## src/hw/rtl/frustum_sphere_culling_assert.svh

```systemverilog
// assertion macros for the frustum sphere culling block
// expects clk and rst_n in the scope of the module that uses them
`ifndef FRUSTUM_SPHERE_CULLING_ASSERT_SVH
`define FRUSTUM_SPHERE_CULLING_ASSERT_SVH
`ifndef NO_ASSERTIONS
`define FSC_ASSERT_ALWAYS(name, expr) \
  name: assert property (@(posedge clk) disable iff (!rst_n) (expr)) \
    else $error("frustum sphere culling check failed");
`define FSC_ASSERT_NEXT(name, ante, cons) \
  name: assert property (@(posedge clk) disable iff (!rst_n) (ante) |=> (cons)) \
    else $error("frustum sphere culling check failed");
`else
`define FSC_ASSERT_ALWAYS(name, expr)
`define FSC_ASSERT_NEXT(name, ante, cons)
`endif
`endif

```

## src/hw/rtl/fsc_pkg.sv

```systemverilog
// shared types and codes of the frustum sphere culling block
// no dependencies
package fsc_pkg;

  localparam logic [1:0] MODE_LOAD      = 2'd0;
  localparam logic [1:0] MODE_TEST      = 2'd1;
  localparam logic [1:0] MODE_TEST_FAR  = 2'd2;

  localparam logic [2:0] PLANE_NEAR = 3'd4;
  localparam logic [2:0] PLANE_LAST = 3'd5;

  typedef enum logic [3:0] {
    DP_NOP,
    DP_LOAD_ROW,
    DP_CAPTURE,
    DP_PLANE_VEC,
    DP_SQ,
    DP_SQRT_INIT,
    DP_SQRT_STEP,
    DP_DIV_INIT,
    DP_DIV_STEP,
    DP_DIV_WRITE,
    DP_TEST,
    DP_CHECK
  } dp_op_t;

  typedef struct packed {
    dp_op_t     op;
    logic [2:0] plane;
    logic [1:0] comp;
  } fsc_cmd_t;

  typedef struct packed {
    logic len_zero;
    logic visible;
  } fsc_status_t;

endpackage

```

## src/hw/rtl/fsc_ctrl.sv

```systemverilog
// controller: sequences plane rebuilds and sphere tests, owns the handshakes
// depends on fsc_pkg
module fsc_ctrl #(
  parameter int FRAC_BITS = 16
) (
  input  logic                 clk,
  input  logic                 rst_n,
  input  logic                 in_valid,
  output logic                 in_ready,
  input  logic [1:0]           in_mode,
  output logic                 out_valid,
  input  logic                 out_ready,
  input  fsc_pkg::fsc_status_t status,
  output fsc_pkg::fsc_cmd_t    cmd
);
  import fsc_pkg::*;

  localparam int NumW = 32 + FRAC_BITS;
  localparam int CntW = $clog2(NumW);

  typedef enum logic [3:0] {
    S_IDLE, S_PV, S_SQ, S_SQRT_INIT, S_SQRT, S_DINIT, S_DIV, S_WR, S_TST, S_CHK, S_OUT
  } state_t;

  state_t          state_r;
  logic [2:0]      plane_r;
  logic [1:0]      comp_r;
  logic [CntW-1:0] cnt_r;
  logic            skip_near_r;
  logic            out_valid_r;
  logic            accept;
  logic [2:0]      next_plane;

  assign in_ready  = (state_r == S_IDLE);
  assign out_valid = out_valid_r;
  assign accept    = in_valid && in_ready;

  always_comb begin
    next_plane = plane_r + 3'd1;
    if (skip_near_r && next_plane == PLANE_NEAR) next_plane = PLANE_LAST;
  end

  always_comb begin
    cmd.op    = DP_NOP;
    cmd.plane = plane_r;
    cmd.comp  = comp_r;
    unique case (state_r)
      S_IDLE: if (accept) begin
        if (in_mode == MODE_LOAD) cmd.op = DP_LOAD_ROW;
        else if (in_mode == MODE_TEST || in_mode == MODE_TEST_FAR) cmd.op = DP_CAPTURE;
      end
      S_PV:        cmd.op = DP_PLANE_VEC;
      S_SQ:        cmd.op = DP_SQ;
      S_SQRT_INIT: cmd.op = DP_SQRT_INIT;
      S_SQRT:      cmd.op = DP_SQRT_STEP;
      S_DINIT:     cmd.op = DP_DIV_INIT;
      S_DIV:       cmd.op = DP_DIV_STEP;
      S_WR:        cmd.op = DP_DIV_WRITE;
      S_TST:       cmd.op = DP_TEST;
      S_CHK:       cmd.op = DP_CHECK;
      S_OUT:       cmd.op = DP_NOP;
      default:     cmd.op = DP_NOP;
    endcase
  end

  always_ff @(posedge clk) begin
    if (!rst_n) begin
      state_r     <= S_IDLE;
      plane_r     <= 3'd0;
      comp_r      <= 2'd0;
      cnt_r       <= '0;
      skip_near_r <= 1'b0;
      out_valid_r <= 1'b0;
    end else begin
      unique case (state_r)
        S_IDLE: if (accept) begin
          plane_r <= 3'd0;
          comp_r  <= 2'd0;
          if (in_mode == MODE_LOAD) begin
            state_r <= S_PV;
          end else if (in_mode == MODE_TEST || in_mode == MODE_TEST_FAR) begin
            skip_near_r <= (in_mode == MODE_TEST_FAR);
            state_r     <= S_TST;
          end
        end
        S_PV: begin
          comp_r  <= 2'd0;
          state_r <= S_SQ;
        end
        S_SQ: begin
          comp_r <= comp_r + 2'd1;
          if (comp_r == 2'd3) state_r <= S_SQRT_INIT;
        end
        S_SQRT_INIT: begin
          cnt_r   <= '0;
          state_r <= S_SQRT;
        end
        S_SQRT: begin
          cnt_r <= cnt_r + 1'b1;
          if (cnt_r == CntW'(31)) begin
            comp_r  <= 2'd0;
            state_r <= S_DINIT;
          end
        end
        S_DINIT: begin
          cnt_r   <= '0;
          state_r <= status.len_zero ? S_WR : S_DIV;
        end
        S_DIV: begin
          cnt_r <= cnt_r + 1'b1;
          if (cnt_r == CntW'(NumW - 1)) state_r <= S_WR;
        end
        S_WR: begin
          comp_r <= comp_r + 2'd1;
          if (comp_r != 2'd3) begin
            state_r <= S_DINIT;
          end else if (plane_r == PLANE_LAST) begin
            state_r <= S_IDLE;
          end else begin
            plane_r <= plane_r + 3'd1;
            state_r <= S_PV;
          end
        end
        S_TST: begin
          comp_r <= comp_r + 2'd1;
          if (comp_r == 2'd3) state_r <= S_CHK;
        end
        S_CHK: begin
          comp_r <= 2'd0;
          if (plane_r == PLANE_LAST) begin
            out_valid_r <= 1'b1;
            state_r     <= S_OUT;
          end else begin
            plane_r <= next_plane;
            state_r <= S_TST;
          end
        end
        S_OUT: if (out_ready) begin
          out_valid_r <= 1'b0;
          state_r     <= S_IDLE;
        end
        default: state_r <= S_IDLE;
      endcase
    end
  end

endmodule

```

## config.mk

```make
export PLATFORM = sky130hd
export DESIGN_NAME = fsc_ctrl
export DESIGN_NICKNAME = d
export VERILOG_FILES = /design/src/hw/rtl/frustum_sphere_culling_assert.svh /design/src/hw/rtl/fsc_pkg.sv /design/src/hw/rtl/fsc_ctrl.sv
export SDC_FILE = /design/constraint.sdc
export NUM_CORES = 1
export LEC_CHECK = 0
export ABC_AREA = 1
export BUFFER_PORTS_ARGS = -buffer_cell sky130_fd_sc_hd__buf_4
export CORE_MARGIN = 2
export CORE_UTILIZATION = 55
export DETAILED_ROUTE_END_ITERATION = 10
export GPL_ROUTABILITY_DRIVEN = 0
export PLACE_DENSITY = 0.81
export SKIP_CTS_REPAIR_TIMING = 1
export SYNTH_ARGS = -nofsm -noshare
export SYNTH_HDL_FRONTEND = slang
export SYNTH_SLANG_ARGS = --single-unit
export TNS_END_PERCENT = 50
```

## constraint.sdc

```tcl
create_clock -name clk -period 1.75 [get_ports clk]
set_clock_uncertainty 0.15 [all_clocks]
set_input_delay 0 -clock clk [delete_from_list [all_inputs] [get_ports clk]]
set_output_delay 0 -clock clk [all_outputs]
set_load 0.05 [all_outputs]
```

* Word-level counts from Yosys, hierarchy flattened
Index checks and enable logic that the tools add are counted.
** Storage, ports and cells
- Bits of input ports :: 8
- Logic and storage cells :: 87
- Flip-flop bits (word level) :: 17
- Output and inout bits :: 11
** Cells by class
- Bitwise logic cells :: 1
- $add $sub $neg :: 3
- Muxes and demuxes :: 30
- Eq/ne operators :: 29
- Reduce and logical (&&, ||, !) cells :: 18
** Operators by type and width (number)
- 4-bit case mux with 11 select lines :: 1
- 4-bit case mux with 10 select lines :: 1
- 4-bit 2-to-1 mux :: 8
- 2-bit != test (second input constant) :: 10
- 3-bit 2-to-1 mux :: 6
- 4-bit by 3-bit equality test with 1-bit output (second input constant) :: 4
- 4-bit equality test (second input constant) :: 3
- 2-bit 2-to-1 mux :: 6
- 6-bit case mux with 2 select lines :: 1
- 3-bit case mux with 3 select lines :: 1
- 4-bit by 2-bit equality test with 1-bit output (second input constant) :: 2
- 2-bit case mux with 4 select lines :: 1
- 7-bit AND reduction :: 1
- 6-bit by 1-bit adder with 6-bit output (second input constant) :: 1
- 3-bit equality test (second input constant) :: 2
- 6-bit by 5-bit equality test with 1-bit output (second input constant) :: 1
- 6-bit equality test (second input constant) :: 1
- 3-bit AND reduction :: 2
- 2-bit OR reduction :: 3
- 5-bit AND reduction :: 1
- 2-bit equality test (second input constant) :: 2
- 4-bit by 1-bit equality test with 1-bit output (second input constant) :: 1
- 4-bit zero test :: 1
- 1-bit 2-to-1 mux :: 4
- other kinds (15) :: 17

* Logic depth before layout (Yosys ltp)
Gate-level depths: netlist of the first run.
- Depth in word-level cells :: 6
- Mapped depth :: 10
- Depth with buffers taken out :: 10

* Worst setup path before layout of the first run
No wires, ideal clock.
- Path type :: reg-to-output
- From :: register state_r[0]
- To :: output port cmd[5] (netlist bit)
- Cell stages (with the launch flop) :: 7
- Path slack :: -0.217 ns
- Arrival :: 1.817 ns
- Data required time :: 1.600 ns
- Buffers on the path :: 1
- Path through :: dfxtp_1 > buf_2 > nor2_4 > nand2_1 > inv_2 > nand3_1 > a21oi_1
** RTL lines
- from (decl) :: RTL line fsc_ctrl.sv:25 : state_t state_r;
- from (signal assigned) :: RTL line fsc_ctrl.sv:107 : state_r <= status.len_zero ? S_WR : S_DIV;
- to (decl) :: RTL line fsc_ctrl.sv:14 : output fsc_pkg::fsc_cmd_t cmd

==> run_summary.xml, run 1 <==
<?xml version="1.0" encoding="UTF-8"?>
<metrics>
  <group name="worst_setup_path">
    <metric name="series_of_cell_instances_along_the_critical_path" unit="">nor2_4, nand2_1, inv_2, nand3_1, a21oi_2, buf_4</metric>
    <metric name="critical_path_max_stage_delay" unit="ns">0.38</metric>
    <metric name="r2r.worst_path.cells" unit="">9</metric>
    <metric name="worst-endpoint-arrival" unit="ns">1.52</metric>
    <metric name="critical_path.endpoint_type" unit="">output pin</metric>
    <metric name="critical_path.reg2reg.endpoint" unit="">state_r[1]</metric>
    <metric name="criticalPathCategory" unit="">flip-flop to output pin</metric>
    <metric name="critical_path_required" unit="ns">1.60</metric>
    <metric name="setup.reg_to_reg.worst_slack" unit="ns">0.19</metric>
    <metric name="regToRegStartpoint" unit="">cnt_r[0]</metric>
    <metric name="timing.critical_path.slowest_stage_cell" unit="">sky130_fd_sc_hd__dfxtp_2</metric>
    <metric name="timing.critical_path.fanout_max" unit="">6</metric>
    <metric name="setup.worst_path.start_class" unit="">flip-flop</metric>
  </group>
  <group name="min_path">
    <metric name="min_to" unit="">skip_near_r</metric>
    <metric name="hold_path_startpoint" unit="">in_valid</metric>
    <metric name="timing.hold.worst_path_depth" unit="">4</metric>
    <metric name="hold_path_class" unit="">input port to flip-flop</metric>
  </group>
  <group name="clocking">
    <metric name="cts.root.buffer_cell" unit="">sky130_fd_sc_hd__clkbuf_4</metric>
    <metric name="cts_sinks" unit="">17</metric>
    <metric name="clk-insertion-delay-late" unit="ns">0.29</metric>
    <metric name="worst_setup_hold_path_clk_slew" unit="ns">0.10</metric>
    <metric name="cts_buffer_depth" unit="">2</metric>
    <metric name="numCtsBuffers" unit="">3</metric>
    <metric name="htree_num_levels" unit="">1</metric>
    <metric name="tritoncts" unit="">yes</metric>
  </group>
  <group name="grt">
    <metric name="grt.total_usage" unit="">0.2447</metric>
    <metric name="wire_length_of_the_first_global_routing_pass" unit="um">4816</metric>
    <metric name="antenna_violations_before_repair" unit="">0</metric>
    <metric name="vias_in_the_first_global_route" unit="">1197</metric>
    <metric name="globalRouteOverflowTotal" unit="">0</metric>
    <metric name="pin_count_of_the_biggest_net_entering_global_routing" unit="">11</metric>
  </group>
  <group name="finish">
    <metric name="layout.area.seq" unit="um2">346.6</metric>
    <metric name="final_net_count" unit="">236</metric>
    <metric name="post_layout_nonfiller_instances" unit="">247</metric>
    <metric name="post_route_cells_drive_above_1_share" unit="">0.1955</metric>
    <metric name="area_growth" unit="%">20.95</metric>
    <metric name="antennaDiodeCount" unit="">0</metric>
    <metric name="multi_input_comb_area" unit="um2">749.5</metric>
    <metric name="fillers" unit="">176</metric>
  </group>
  <group name="synth">
    <metric name="synth_edf_count" unit="">0</metric>
    <metric name="synth.yosys.warnings" unit="">0</metric>
    <metric name="post_synthesis_instance_total" unit="">196</metric>
    <metric name="syn-mean-instance-area" unit="um2">6.033</metric>
    <metric name="post_synth_instance_area" unit="um2">1182</metric>
    <metric name="synth_top_flop_cell" unit="">sky130_fd_sc_hd__dfxtp_1</metric>
    <metric name="total_of_flip_flops_plus_latches_after_synthesis" unit="">17</metric>
    <metric name="yosysTopAreaCell" unit="">sky130_fd_sc_hd__dfxtp_1</metric>
    <metric name="synth_async_reset_ratio" unit="">0</metric>
    <metric name="synth_top_area_frac" unit="">0.2878</metric>
    <metric name="netlist_top_cells_count" unit="">sky130_fd_sc_hd__nand2_1 (61), sky130_fd_sc_hd__nor2_1 (30), sky130_fd_sc_hd__inv_1 (18)</metric>
    <metric name="post_synth_main_area_contributors" unit="">sky130_fd_sc_hd__dfxtp_1 (29%), sky130_fd_sc_hd__nand2_1 (19%), sky130_fd_sc_hd__nor2_1 (9.5%)</metric>
    <metric name="postSynthNetCount" unit="">211</metric>
    <metric name="synth_most_common_cell" unit="">sky130_fd_sc_hd__nand2_1</metric>
    <metric name="netlist-cell-type-count" unit="">24</metric>
    <metric name="ys_seq_area_frac" unit="">0.2878</metric>
  </group>
  <group name="power">
    <metric name="p_int" unit="W">0.0009554</metric>
    <metric name="vdd_drop_max" unit="V">0.0007150</metric>
    <metric name="total_switching_power" unit="W">0.001059</metric>
    <metric name="p_leak" unit="nW">0.6877</metric>
    <metric name="combinationalPowerShare" unit="">0.619</metric>
    <metric name="cellPowerDensity" unit="nW/um2">1409</metric>
    <metric name="power.switching_fraction" unit="">0.5258</metric>
    <metric name="pwr-share-clk" unit="">0.107</metric>
    <metric name="seq_power_share" unit="">0.275</metric>
  </group>
  <group name="sta">
    <metric name="timing.final.setup_violations" unit="">0</metric>
    <metric name="min_period_over_period" unit="">0.9526</metric>
    <metric name="final_period_minus_worst_setup_slack" unit="ns">1.667</metric>
    <metric name="grt_setup_unrepaired" unit="">true</metric>
    <metric name="slew_margin_rel" unit="">0.7296</metric>
    <metric name="max_slew.worst_pin.slew" unit="ns">0.4041</metric>
    <metric name="count_of_final_max_slew_check_failures" unit="">0</metric>
    <metric name="hold_violations" unit="">1</metric>
    <metric name="achievable-frequency" unit="GHz">0.5998</metric>
    <metric name="timing.hold.ws" unit="ns">-0.02612</metric>
    <metric name="final.setup.worst_slack" unit="ns">0.08287</metric>
  </group>
  <group name="route">
    <metric name="post_drt_wl_per_cell" unit="um">12.00</metric>
    <metric name="routed_via_density" unit="">5.409</metric>
    <metric name="detail_route.wirelength" unit="um">2964</metric>
    <metric name="dr.first_iter.drc_count" unit="">63</metric>
    <metric name="number_of_detailed_routing_iterations_run_before_antenna_repair" unit="">4</metric>
    <metric name="dr_total_vias" unit="">1336</metric>
    <metric name="drt_drc_violations_left" unit="">0</metric>
    <metric name="count_of_antenna_violating_nets_left_after_detailed_routing" unit="">0</metric>
  </group>
  <group name="floorplan">
    <metric name="die-area" unit="um2">2537</metric>
    <metric name="die_w" unit="um">50.37</metric>
    <metric name="die_height" unit="um">50.37</metric>
    <metric name="placeableCoreArea" unit="um2">2002</metric>
    <metric name="io_pins" unit="">19</metric>
    <metric name="total_number_of_placement_rows" unit="">16</metric>
    <metric name="initial_utilization" unit="">0.5906</metric>
  </group>
  <group name="place">
    <metric name="placed_cells" unit="">238</metric>
    <metric name="dp_hpwl" unit="um">2321</metric>
    <metric name="placement.io_buffers" unit="">17</metric>
    <metric name="preCtsSetupSlack" unit="ns">0.1029</metric>
  </group>
  <group name="flow_run">
    <metric name="cap_violations" unit="">0</metric>
  </group>
  <group name="run_status">
    <metric name="run_status" unit="">finished, violations left</metric>
    <metric name="violations" unit="">negative hold slack</metric>
  </group>
</metrics>
==> worst max-delay path, delay by kind of cell, from the launching register on <==
family          cells  cell delay, ns
compound gates      1            0.13
flops               1            0.38
buf+inv             2            0.30
simple gates        3            0.40
==> area by class of cell <==
| type | instances | area share |
|---|---|---|
| multi-input cells | 151 | 0.5241 |
| repair buffers | 22 | 0.1234 |
| well taps | 27 | 0.02362 |
| flip-flops and latches | 17 | 0.2423 |
| inverters | 26 | 0.06824 |
| clock buffers | 4 | 0.01837 |
==> cell usage in the layout, fill, tap and decap left out, types with 2 or more instances in the layout <==
cell	count
sky130_fd_sc_hd__nand3_1	14
sky130_fd_sc_hd__clkinv_1	2
sky130_fd_sc_hd__o21ai_0	6
sky130_fd_sc_hd__o22ai_1	2
sky130_fd_sc_hd__nand4_1	4
sky130_fd_sc_hd__nor2_4	2
sky130_fd_sc_hd__clkbuf_4	3
sky130_fd_sc_hd__dfxtp_1	12
sky130_fd_sc_hd__nand2_1	61
sky130_fd_sc_hd__inv_2	6
sky130_fd_sc_hd__nor2_2	4
sky130_fd_sc_hd__nand3b_1	2
sky130_fd_sc_hd__a21oi_1	11
sky130_fd_sc_hd__inv_1	18
sky130_fd_sc_hd__nor2_1	29
sky130_fd_sc_hd__xor2_1	2
sky130_fd_sc_hd__buf_4	18
sky130_fd_sc_hd__dfxtp_2	5
sky130_fd_sc_hd__dlygate4sd3_1	3
sky130_fd_sc_hd__ha_1	6
==> per-layer routing <==
layer  up-vias  share of wire  track usage
li1        669              -            -
met1       605           0.41       0.2918
met2        56           0.51       0.4539
met3         6          0.067      0.04167
met4         0          0.011      0.05405
met5         -              0            0
==> how the worst max path moves through the flow <==
stage,startpoint,to,slack [ns],depth (start not counted)
2_1_floorplan,state_r[3],cmd[8],-0.06,3
3_3_place_gp,cnt_r[0],state_r[1],0.17,9
3_5_place_dp,cnt_r[0],state_r[1],0.10,9
4_1_cts,state_r[3],cmd[6],-0.02,6
5_1_grt,cnt_r[0],state_r[1],-0.01,9
6_report,state_r[3],cmd[5],0.08,6
==> sequential cells by signal (all words and copies together) (netlist names) <==
| signal | cells |
|---|---|
| cnt_r | 6 |
| state_r | 4 |
| plane_r | 3 |
| comp_r | 2 |
| out_valid | 1 |
| skip_near_r | 1 |
==> power groups by stage <==
stage / Clock, W / Combinational (W) / Sequential (W)
finish: 0.000215 / 0.00125 / 0.000553
global placement: 0 / 0.00113 / 0.000552
global route: 0.000229 / 0.00137 / 0.000564
floorplan: 0 / 0.000789 / 0.000635
CTS: 0.000214 / 0.00116 / 0.000544
detailed placement: 0 / 0.00116 / 0.000554
==> per-stage QoR <==
stage          setup TNS (ns)  utilization  power (W)  cell area (um2)
2_1_floorplan        -0.05566            -   0.001424             1186
3_3_place_gp                0       0.6688   0.001679             1339
3_5_place_dp                0       0.6688   0.001710             1339
4_1_cts              -0.03522       0.6819   0.001918             1365
5_1_grt              -0.01257       0.7144   0.002162             1430
6_report                    0       0.7144   0.002015             1430
==> kinds of logic after synthesis <==
| group | Yosys count | synth area share |
|---|---|---|
| xor gates and xnor gates | 2 | 0.01482 |
| buffers and inverters | 28 | 0.08994 |
| AOI/OAI and AO/OA | 22 | 0.09735 |
| adders and majority gates | 7 | 0.07407 |
| DFF | 17 | 0.2878 |
| and+or+nand+nor | 120 | 0.4360 |
Power figures use the tool's default switching activity.
==> run 2: changes to the inputs <==
Settings changed: CORE_ASPECT_RATIO set to 1.75, CORE_UTILIZATION 55 to 50, PLACE_DENSITY 0.81 to 0.78.
Clock period 1.75 ns to 1.5 ns, I/O delays scaled along.
==> run 2 against run 1 <==
  * The flow finishes with violations (negative hold slack, negative setup slack)
  * Via count increased by 8.0%
  * Non-clock buffer count increased by 11
  * Final cell count increased by 3.6%
  * Flip-flop and latch count unchanged
  * Final area increased by 16%
  * Combinational power increased by 40%
  * Clock power increased by 58%
  * Sequential share of layout area decreased by 2.1 points
  * Core utilization increased by 1.3 points
  * Critical path depth unchanged
  * Die area increased by 9.8%
  * Worst hold slack improved by 0.012 ns
  * Critical path type unchanged
  * Critical endpoint is now cmd[6]
==> run_summary.xml, run 2 (synthesis gave the netlist of run 1 again) <==
<?xml version="1.0" encoding="UTF-8"?>
<metrics>
  <group name="floorplan">
    <metric name="initial_utilization" unit="">0.5201</metric>
    <metric name="die_w" unit="um">40.76</metric>
    <metric name="die_height" unit="um">68.33</metric>
    <metric name="placeableCoreArea" unit="um2">2273</metric>
    <metric name="die-area" unit="um2">2785</metric>
    <metric name="total_number_of_placement_rows" unit="">23</metric>
    <metric name="io_pins" unit="">19</metric>
  </group>
  <group name="route">
    <metric name="routed_via_density" unit="">5.637</metric>
    <metric name="number_of_detailed_routing_iterations_run_before_antenna_repair" unit="">4</metric>
    <metric name="dr.first_iter.drc_count" unit="">53</metric>
    <metric name="detail_route.wirelength" unit="um">3448</metric>
    <metric name="drt_drc_violations_left" unit="">0</metric>
    <metric name="post_drt_wl_per_cell" unit="um">13.47</metric>
    <metric name="count_of_antenna_violating_nets_left_after_detailed_routing" unit="">0</metric>
    <metric name="dr_total_vias" unit="">1443</metric>
  </group>
  <group name="grt">
    <metric name="antenna_violations_before_repair" unit="">0</metric>
    <metric name="vias_in_the_first_global_route" unit="">1275</metric>
    <metric name="pin_count_of_the_biggest_net_entering_global_routing" unit="">11</metric>
    <metric name="wire_length_of_the_first_global_routing_pass" unit="um">4905</metric>
    <metric name="grt.total_usage" unit="">0.2541</metric>
    <metric name="globalRouteOverflowTotal" unit="">0</metric>
  </group>
  <group name="worst_setup_path">
    <metric name="setup.reg_to_reg.worst_slack" unit="ns">-0.06</metric>
    <metric name="worst-endpoint-arrival" unit="ns">1.41</metric>
    <metric name="critical_path_required" unit="ns">1.35</metric>
    <metric name="r2r.worst_path.cells" unit="">9</metric>
    <metric name="regToRegStartpoint" unit="">state_r[1]</metric>
    <metric name="timing.critical_path.fanout_max" unit="">5</metric>
    <metric name="setup.worst_path.start_class" unit="">flip-flop</metric>
    <metric name="critical_path.endpoint_type" unit="">output pin</metric>
    <metric name="critical_path.reg2reg.endpoint" unit="">plane_r[1]</metric>
    <metric name="criticalPathCategory" unit="">flip-flop to output pin</metric>
  </group>
  <group name="finish">
    <metric name="fillers" unit="">171</metric>
    <metric name="most_common_library_cell_in_the_layout_ignoring_fill_and_taps" unit="">sky130_fd_sc_hd__nand2_1</metric>
    <metric name="largest_registers" unit="">cnt_r: 6 flops, state_r: 4 flops, plane_r: 3 flops</metric>
    <metric name="antennaDiodeCount" unit="">0</metric>
    <metric name="final_core_area_utilization" unit="">0.7276</metric>
    <metric name="register_ranked_first_by_flip_flop_count" unit="">cnt_r</metric>
    <metric name="final_net_count" unit="">247</metric>
    <metric name="post_route_cells_drive_above_1_share" unit="">0.3420</metric>
    <metric name="layout.area.seq" unit="um2">366.6</metric>
    <metric name="area_growth" unit="%">39.89</metric>
    <metric name="largest_register_ff_count" unit="">6</metric>
    <metric name="multi_input_comb_area" unit="um2">848.3</metric>
    <metric name="layout_common_cells" unit="">sky130_fd_sc_hd__nand2_1 (55), sky130_fd_sc_hd__buf_4 (28), sky130_fd_sc_hd__nor2_1 (21), sky130_fd_sc_hd__inv_1 (18), sky130_fd_sc_hd__nand3_1 (12)</metric>
  </group>
  <group name="clocking">
    <metric name="cts.root.buffer_cell" unit="">sky130_fd_sc_hd__clkbuf_8</metric>
    <metric name="cts_sinks" unit="">17</metric>
    <metric name="cts_buffer_depth" unit="">2</metric>
    <metric name="clk-insertion-delay-late" unit="ns">0.25</metric>
    <metric name="tritoncts" unit="">yes</metric>
    <metric name="worst_setup_hold_path_clk_slew" unit="ns">0.07</metric>
    <metric name="htree_num_levels" unit="">1</metric>
    <metric name="numCtsBuffers" unit="">3</metric>
  </group>
  <group name="sta">
    <metric name="slew_margin_rel" unit="">0.8142</metric>
    <metric name="count_of_final_max_slew_check_failures" unit="">0</metric>
    <metric name="min_period_over_period" unit="">1.043</metric>
    <metric name="max_slew.worst_pin.slew" unit="ns">0.2769</metric>
    <metric name="final.setup.worst_slack" unit="ns">-0.06481</metric>
    <metric name="final_period_minus_worst_setup_slack" unit="ns">1.565</metric>
    <metric name="timing.final.setup_violations" unit="">9</metric>
    <metric name="grt_setup_unrepaired" unit="">true</metric>
    <metric name="achievable-frequency" unit="GHz">0.6391</metric>
    <metric name="timing.hold.ws" unit="ns">-0.01366</metric>
    <metric name="hold_violations" unit="">1</metric>
  </group>
  <group name="power">
    <metric name="post-layout-total-power" unit="W">0.002758</metric>
    <metric name="vdd_drop_max" unit="V">0.0009886</metric>
    <metric name="cellPowerDensity" unit="nW/um2">1667</metric>
    <metric name="p_leak" unit="nW">0.7709</metric>
  </group>
  <group name="place">
    <metric name="preCtsSetupSlack" unit="ns">-0.1225</metric>
    <metric name="dp_hpwl" unit="um">2531</metric>
    <metric name="placement.io_buffers" unit="">17</metric>
  </group>
  <group name="run_status">
    <metric name="violations" unit="">negative hold slack, negative setup slack</metric>
    <metric name="run_status" unit="">finished, violations left</metric>
  </group>
  <group name="min_path">
    <metric name="hold_path_class" unit="">input port to flip-flop</metric>
    <metric name="min_to" unit="">skip_near_r</metric>
    <metric name="timing.hold.worst_path_depth" unit="">4</metric>
    <metric name="hold_path_startpoint" unit="">in_mode[1]</metric>
  </group>
  <group name="flow_run">
    <metric name="cap_violations" unit="">0</metric>
  </group>
</metrics>
-- run 2: cell types whose count changed in the layout (fill, tap and decap cells not counted), moves of 5 or more --
| cell | change |
|---|---|
| sky130_fd_sc_hd__dfxtp_1 | -6 |
| sky130_fd_sc_hd__nand2_1 | -6 |
| sky130_fd_sc_hd__buf_4 | +10 |
| sky130_fd_sc_hd__nand2_2 | +6 |
| sky130_fd_sc_hd__dfxtp_4 | +5 |
| sky130_fd_sc_hd__nor2_1 | -8 |
| sky130_fd_sc_hd__nor2_4 | +5 |
-- run 2: critical path: stages (launching register included) --
cell                      delay [ns]
sky130_fd_sc_hd__dfxtp_4        0.37
sky130_fd_sc_hd__nor2_4         0.18
sky130_fd_sc_hd__nand2_2        0.13
sky130_fd_sc_hd__inv_2          0.09
sky130_fd_sc_hd__nand3_1        0.12
sky130_fd_sc_hd__nand4_1        0.12
sky130_fd_sc_hd__buf_6          0.17
-- run 2: how the worst max path moves through the flow --
stage | from | endpoint | slack, ns | depth (start not counted)
3_5_place_dp | cnt_r[0] | state_r[1] | -0.12 | 9
4_1_cts | state_r[3] | cmd[5] | -0.23 | 6
2_1_floorplan | state_r[0] | cmd[5] | -0.22 | 6
5_1_grt | state_r[1] | cmd[6] | -0.11 | 6
3_3_place_gp | state_r[0] | plane_r[0] | -0.06 | 7
6_report | state_r[1] | cmd[6] | -0.06 | 6
-- run 2: cell type report --
class                           instances  share of cell area
Multi-Input combinational cell        151              0.5129
Sequential cell                        17              0.2216
Timing Repair Buffer                   33              0.1596
Inverter                               26             0.05900
Clock buffer                            3             0.02496
Tap cell                               25             0.01891
Clock inverter                          1            0.003026
-- run 2: power by group --
group / internal, W / switching, W / total [W]
registers: 0.000550 / 0.000119 / 0.000668
logic: 0.000632 / 0.00112 / 0.00175
clock network: 0.000184 / 0.000156 / 0.000340
total: 0.00137 / 0.00139 / 0.00276
-- run 2: layer usage --
| layer | track usage | wire [um] | vias up |
|---|---|---|---|
| met1 | 0.2410 | 1250 | 666 |
| met3 | 0.04221 | 151 | 20 |
| li1 | - | - | 697 |
| met4 | 0.1375 | 157 | 0 |
| met5 | 0 | 0 | - |
| met2 | 0.4722 | 1889 | 60 |
-- run 2: metrics by stage --
stage               TNS, ns  cells  cell area (um2)
floorplan           -0.4819    196             1194
global placement    -0.1932    245             1411
detailed placement  -0.5828    245             1411
CTS                  -1.297    249             1458
global route        -0.8822    256             1654
finish              -0.3219    256             1654
==> run 3: changes to the inputs <==
Settings changed: CORE_ASPECT_RATIO 1.75 to not set.
Clock period 1.5 ns to 1.4 ns, I/O delays scaled along.
==> run 3 against run 2 <==
  * Highest routed layer unchanged
  * Setup slack worse by 0.18 ns
  * The run still ends with negative hold slack, negative setup slack left
  * Core utilization up 10 points
  * Via count up 1.8%
  * Count of clock-buffer cells in the layout unchanged
  * Flip-flop and latch count unchanged
  * Critical endpoint is now cmd[5]
==> run_summary.xml, run 3 (synthesis gave the netlist of run 1 again) <==
<?xml version="1.0" encoding="UTF-8"?>
<metrics>
  <group name="place">
    <metric name="detailed_place.area" unit="um2">1582</metric>
    <metric name="dp_hpwl" unit="um">2578</metric>
    <metric name="preCtsSetupSlack" unit="ns">-0.1258</metric>
    <metric name="placement.io_buffers" unit="">17</metric>
  </group>
  <group name="clocking">
    <metric name="htree_num_levels" unit="">1</metric>
    <metric name="tritoncts" unit="">yes</metric>
    <metric name="numCtsBuffers" unit="">3</metric>
    <metric name="cts.root.buffer_cell" unit="">sky130_fd_sc_hd__clkbuf_4</metric>
    <metric name="clk-insertion-delay-late" unit="ns">0.30</metric>
    <metric name="cts_buffer_depth" unit="">2</metric>
    <metric name="cts_sinks" unit="">17</metric>
    <metric name="worst_setup_hold_path_clk_slew" unit="ns">0.11</metric>
  </group>
  <group name="worst_setup_path">
    <metric name="series_of_cell_instances_along_the_critical_path" unit="">buf_6, nor2_4, nand2_4, inv_8, nand3_4, a21oi_4, buf_6</metric>
    <metric name="critPathMostFrequentCell" unit="">sky130_fd_sc_hd__buf_6</metric>
    <metric name="timing.critical_path.slowest_stage_cell" unit="">sky130_fd_sc_hd__dfxtp_2</metric>
    <metric name="critical_path_max_stage_delay" unit="ns">0.35</metric>
    <metric name="critical_path_required" unit="ns">1.25</metric>
    <metric name="worst-endpoint-arrival" unit="ns">1.49</metric>
    <metric name="timing.critical_path.fanout_max" unit="">5</metric>
    <metric name="criticalPathCategory" unit="">flip-flop to output pin</metric>
    <metric name="setup.worst_path.start_class" unit="">flip-flop</metric>
    <metric name="critical_path.endpoint_type" unit="">output pin</metric>
  </group>
  <group name="finish">
    <metric name="register_ranked_first_by_flip_flop_count" unit="">cnt_r</metric>
    <metric name="fillers" unit="">146</metric>
    <metric name="layout_common_cells" unit="">sky130_fd_sc_hd__nand2_1 (49), sky130_fd_sc_hd__buf_4 (38), sky130_fd_sc_hd__nor2_1 (21), sky130_fd_sc_hd__inv_1 (16), sky130_fd_sc_hd__nand2_2 (11)</metric>
    <metric name="final_net_count" unit="">261</metric>
    <metric name="largest_registers" unit="">cnt_r: 6 flops, state_r: 4 flops, plane_r: 3 flops</metric>
    <metric name="post_route_cells_drive_above_1_share" unit="">0.4367</metric>
    <metric name="antennaDiodeCount" unit="">0</metric>
    <metric name="area_growth" unit="%">56.93</metric>
    <metric name="design_area" unit="um2">1856</metric>
    <metric name="largest_register_ff_count" unit="">6</metric>
    <metric name="most_common_library_cell_in_the_layout_ignoring_fill_and_taps" unit="">sky130_fd_sc_hd__nand2_1</metric>
  </group>
  <group name="route">
    <metric name="dr_total_vias" unit="">1469</metric>
    <metric name="post_drt_wl_per_cell" unit="um">13.16</metric>
    <metric name="drt_drc_violations_left" unit="">0</metric>
    <metric name="count_of_antenna_violating_nets_left_after_detailed_routing" unit="">0</metric>
    <metric name="dr.first_iter.drc_count" unit="">34</metric>
    <metric name="routed_via_density" unit="">5.381</metric>
    <metric name="number_of_detailed_routing_iterations_run_before_antenna_repair" unit="">4</metric>
    <metric name="detail_route.wirelength" unit="um">3593</metric>
  </group>
  <group name="sta">
    <metric name="timing.hold.ws" unit="ns">-0.01920</metric>
    <metric name="final.setup.worst_slack" unit="ns">-0.2399</metric>
    <metric name="slew_margin_rel" unit="">0.7662</metric>
    <metric name="timing.final.setup_violations" unit="">14</metric>
    <metric name="count_of_final_max_slew_check_failures" unit="">0</metric>
    <metric name="grt_setup_unrepaired" unit="">true</metric>
    <metric name="min_period_over_period" unit="">1.171</metric>
    <metric name="max_slew.worst_pin.slew" unit="ns">0.3485</metric>
    <metric name="final_period_minus_worst_setup_slack" unit="ns">1.640</metric>
    <metric name="hold_violations" unit="">1</metric>
    <metric name="achievable-frequency" unit="GHz">0.6098</metric>
  </group>
  <group name="grt">
    <metric name="globalRouteOverflowTotal" unit="">0</metric>
    <metric name="wire_length_of_the_first_global_routing_pass" unit="um">5333</metric>
    <metric name="pin_count_of_the_biggest_net_entering_global_routing" unit="">11</metric>
    <metric name="grt.total_usage" unit="">0.2598</metric>
    <metric name="antenna_violations_before_repair" unit="">0</metric>
    <metric name="vias_in_the_first_global_route" unit="">1269</metric>
  </group>
  <group name="power">
    <metric name="p_leak" unit="nW">0.8609</metric>
    <metric name="cellPowerDensity" unit="nW/um2">1692</metric>
    <metric name="vdd_drop_max" unit="V">0.001328</metric>
  </group>
  <group name="min_path">
    <metric name="hold_path_class" unit="">input port to flip-flop</metric>
  </group>
  <group name="floorplan">
    <metric name="initial_utilization" unit="">0.5294</metric>
    <metric name="total_number_of_placement_rows" unit="">17</metric>
    <metric name="placeableCoreArea" unit="um2">2233</metric>
    <metric name="die-area" unit="um2">2770</metric>
    <metric name="io_pins" unit="">19</metric>
    <metric name="die_height" unit="um">52.63</metric>
    <metric name="die_w" unit="um">52.63</metric>
  </group>
  <group name="run_status">
    <metric name="run_status" unit="">finished, violations left</metric>
    <metric name="violations" unit="">negative hold slack, negative setup slack</metric>
  </group>
  <group name="flow_run">
    <metric name="cap_violations" unit="">0</metric>
  </group>
</metrics>
[run 3: cell type report]
cell class                 instances  area [um2]  share of cell area
tap                               28       35.03             0.01888
clock inverter                     1       5.005            0.002697
clock buffer                       3       22.52             0.01214
timing repair buffer              47       386.6              0.2084
sequential                        17       372.9              0.2009
inverter                          26       107.6             0.05799
multi-input combinational        151       925.9              0.4990
[run 3: critical path: cells and delay by family, from the launching register on]
kind	cells	cell delay (ns)
AO/OA/AOI/OAI	1	0.15
buffers and inverters	3	0.36
flip-flops	1	0.35
AND/OR/NAND/NOR	3	0.33
[run 3: final timing paths]
kind | slack [ns] | to | start | depth (start not counted)
worst max register to register | -0.21 | state_r[1] | state_r[0] | 10
worst min register to register | 0.32 | out_valid | out_valid | 2
worst max-delay path | -0.24 | cmd[5] | state_r[0] | 7
worst min-delay path | -0.02 | state_r[3] | in_valid | 5
[run 3: through the flow]
stage          power (W)  std cells  hold WS (ns)  TNS [ns]  utilization
2_1_floorplan   0.001913        196       0.02718  -0.06423            -
3_3_place_gp    0.002382        262        0.1222   -0.5987       0.7081
3_5_place_dp    0.002431        262        0.1441    -1.244       0.7081
4_1_cts         0.002712        266       -0.1734    -3.000       0.7204
5_1_grt         0.003336        273      0.005793    -3.261       0.8308
6_report        0.003140        273      -0.01920    -1.965       0.8308
[run 3: report_power, final]
part	switching, W	total, W	internal, W
combinational	0.00131	0.00214	0.000823
sequential	0.000125	0.000721	0.000596
clock	0.000174	0.000281	0.000107
total	0.00161	0.00314	0.00153
[run 3: layer usage]
metal,vias to the layer above,track usage,wire length (um)
li1,728,-,-
met1,655,0.3090,1442
met2,66,0.4583,1803
met3,20,0.04286,245
met4,0,0.1026,101
met5,-,0,0
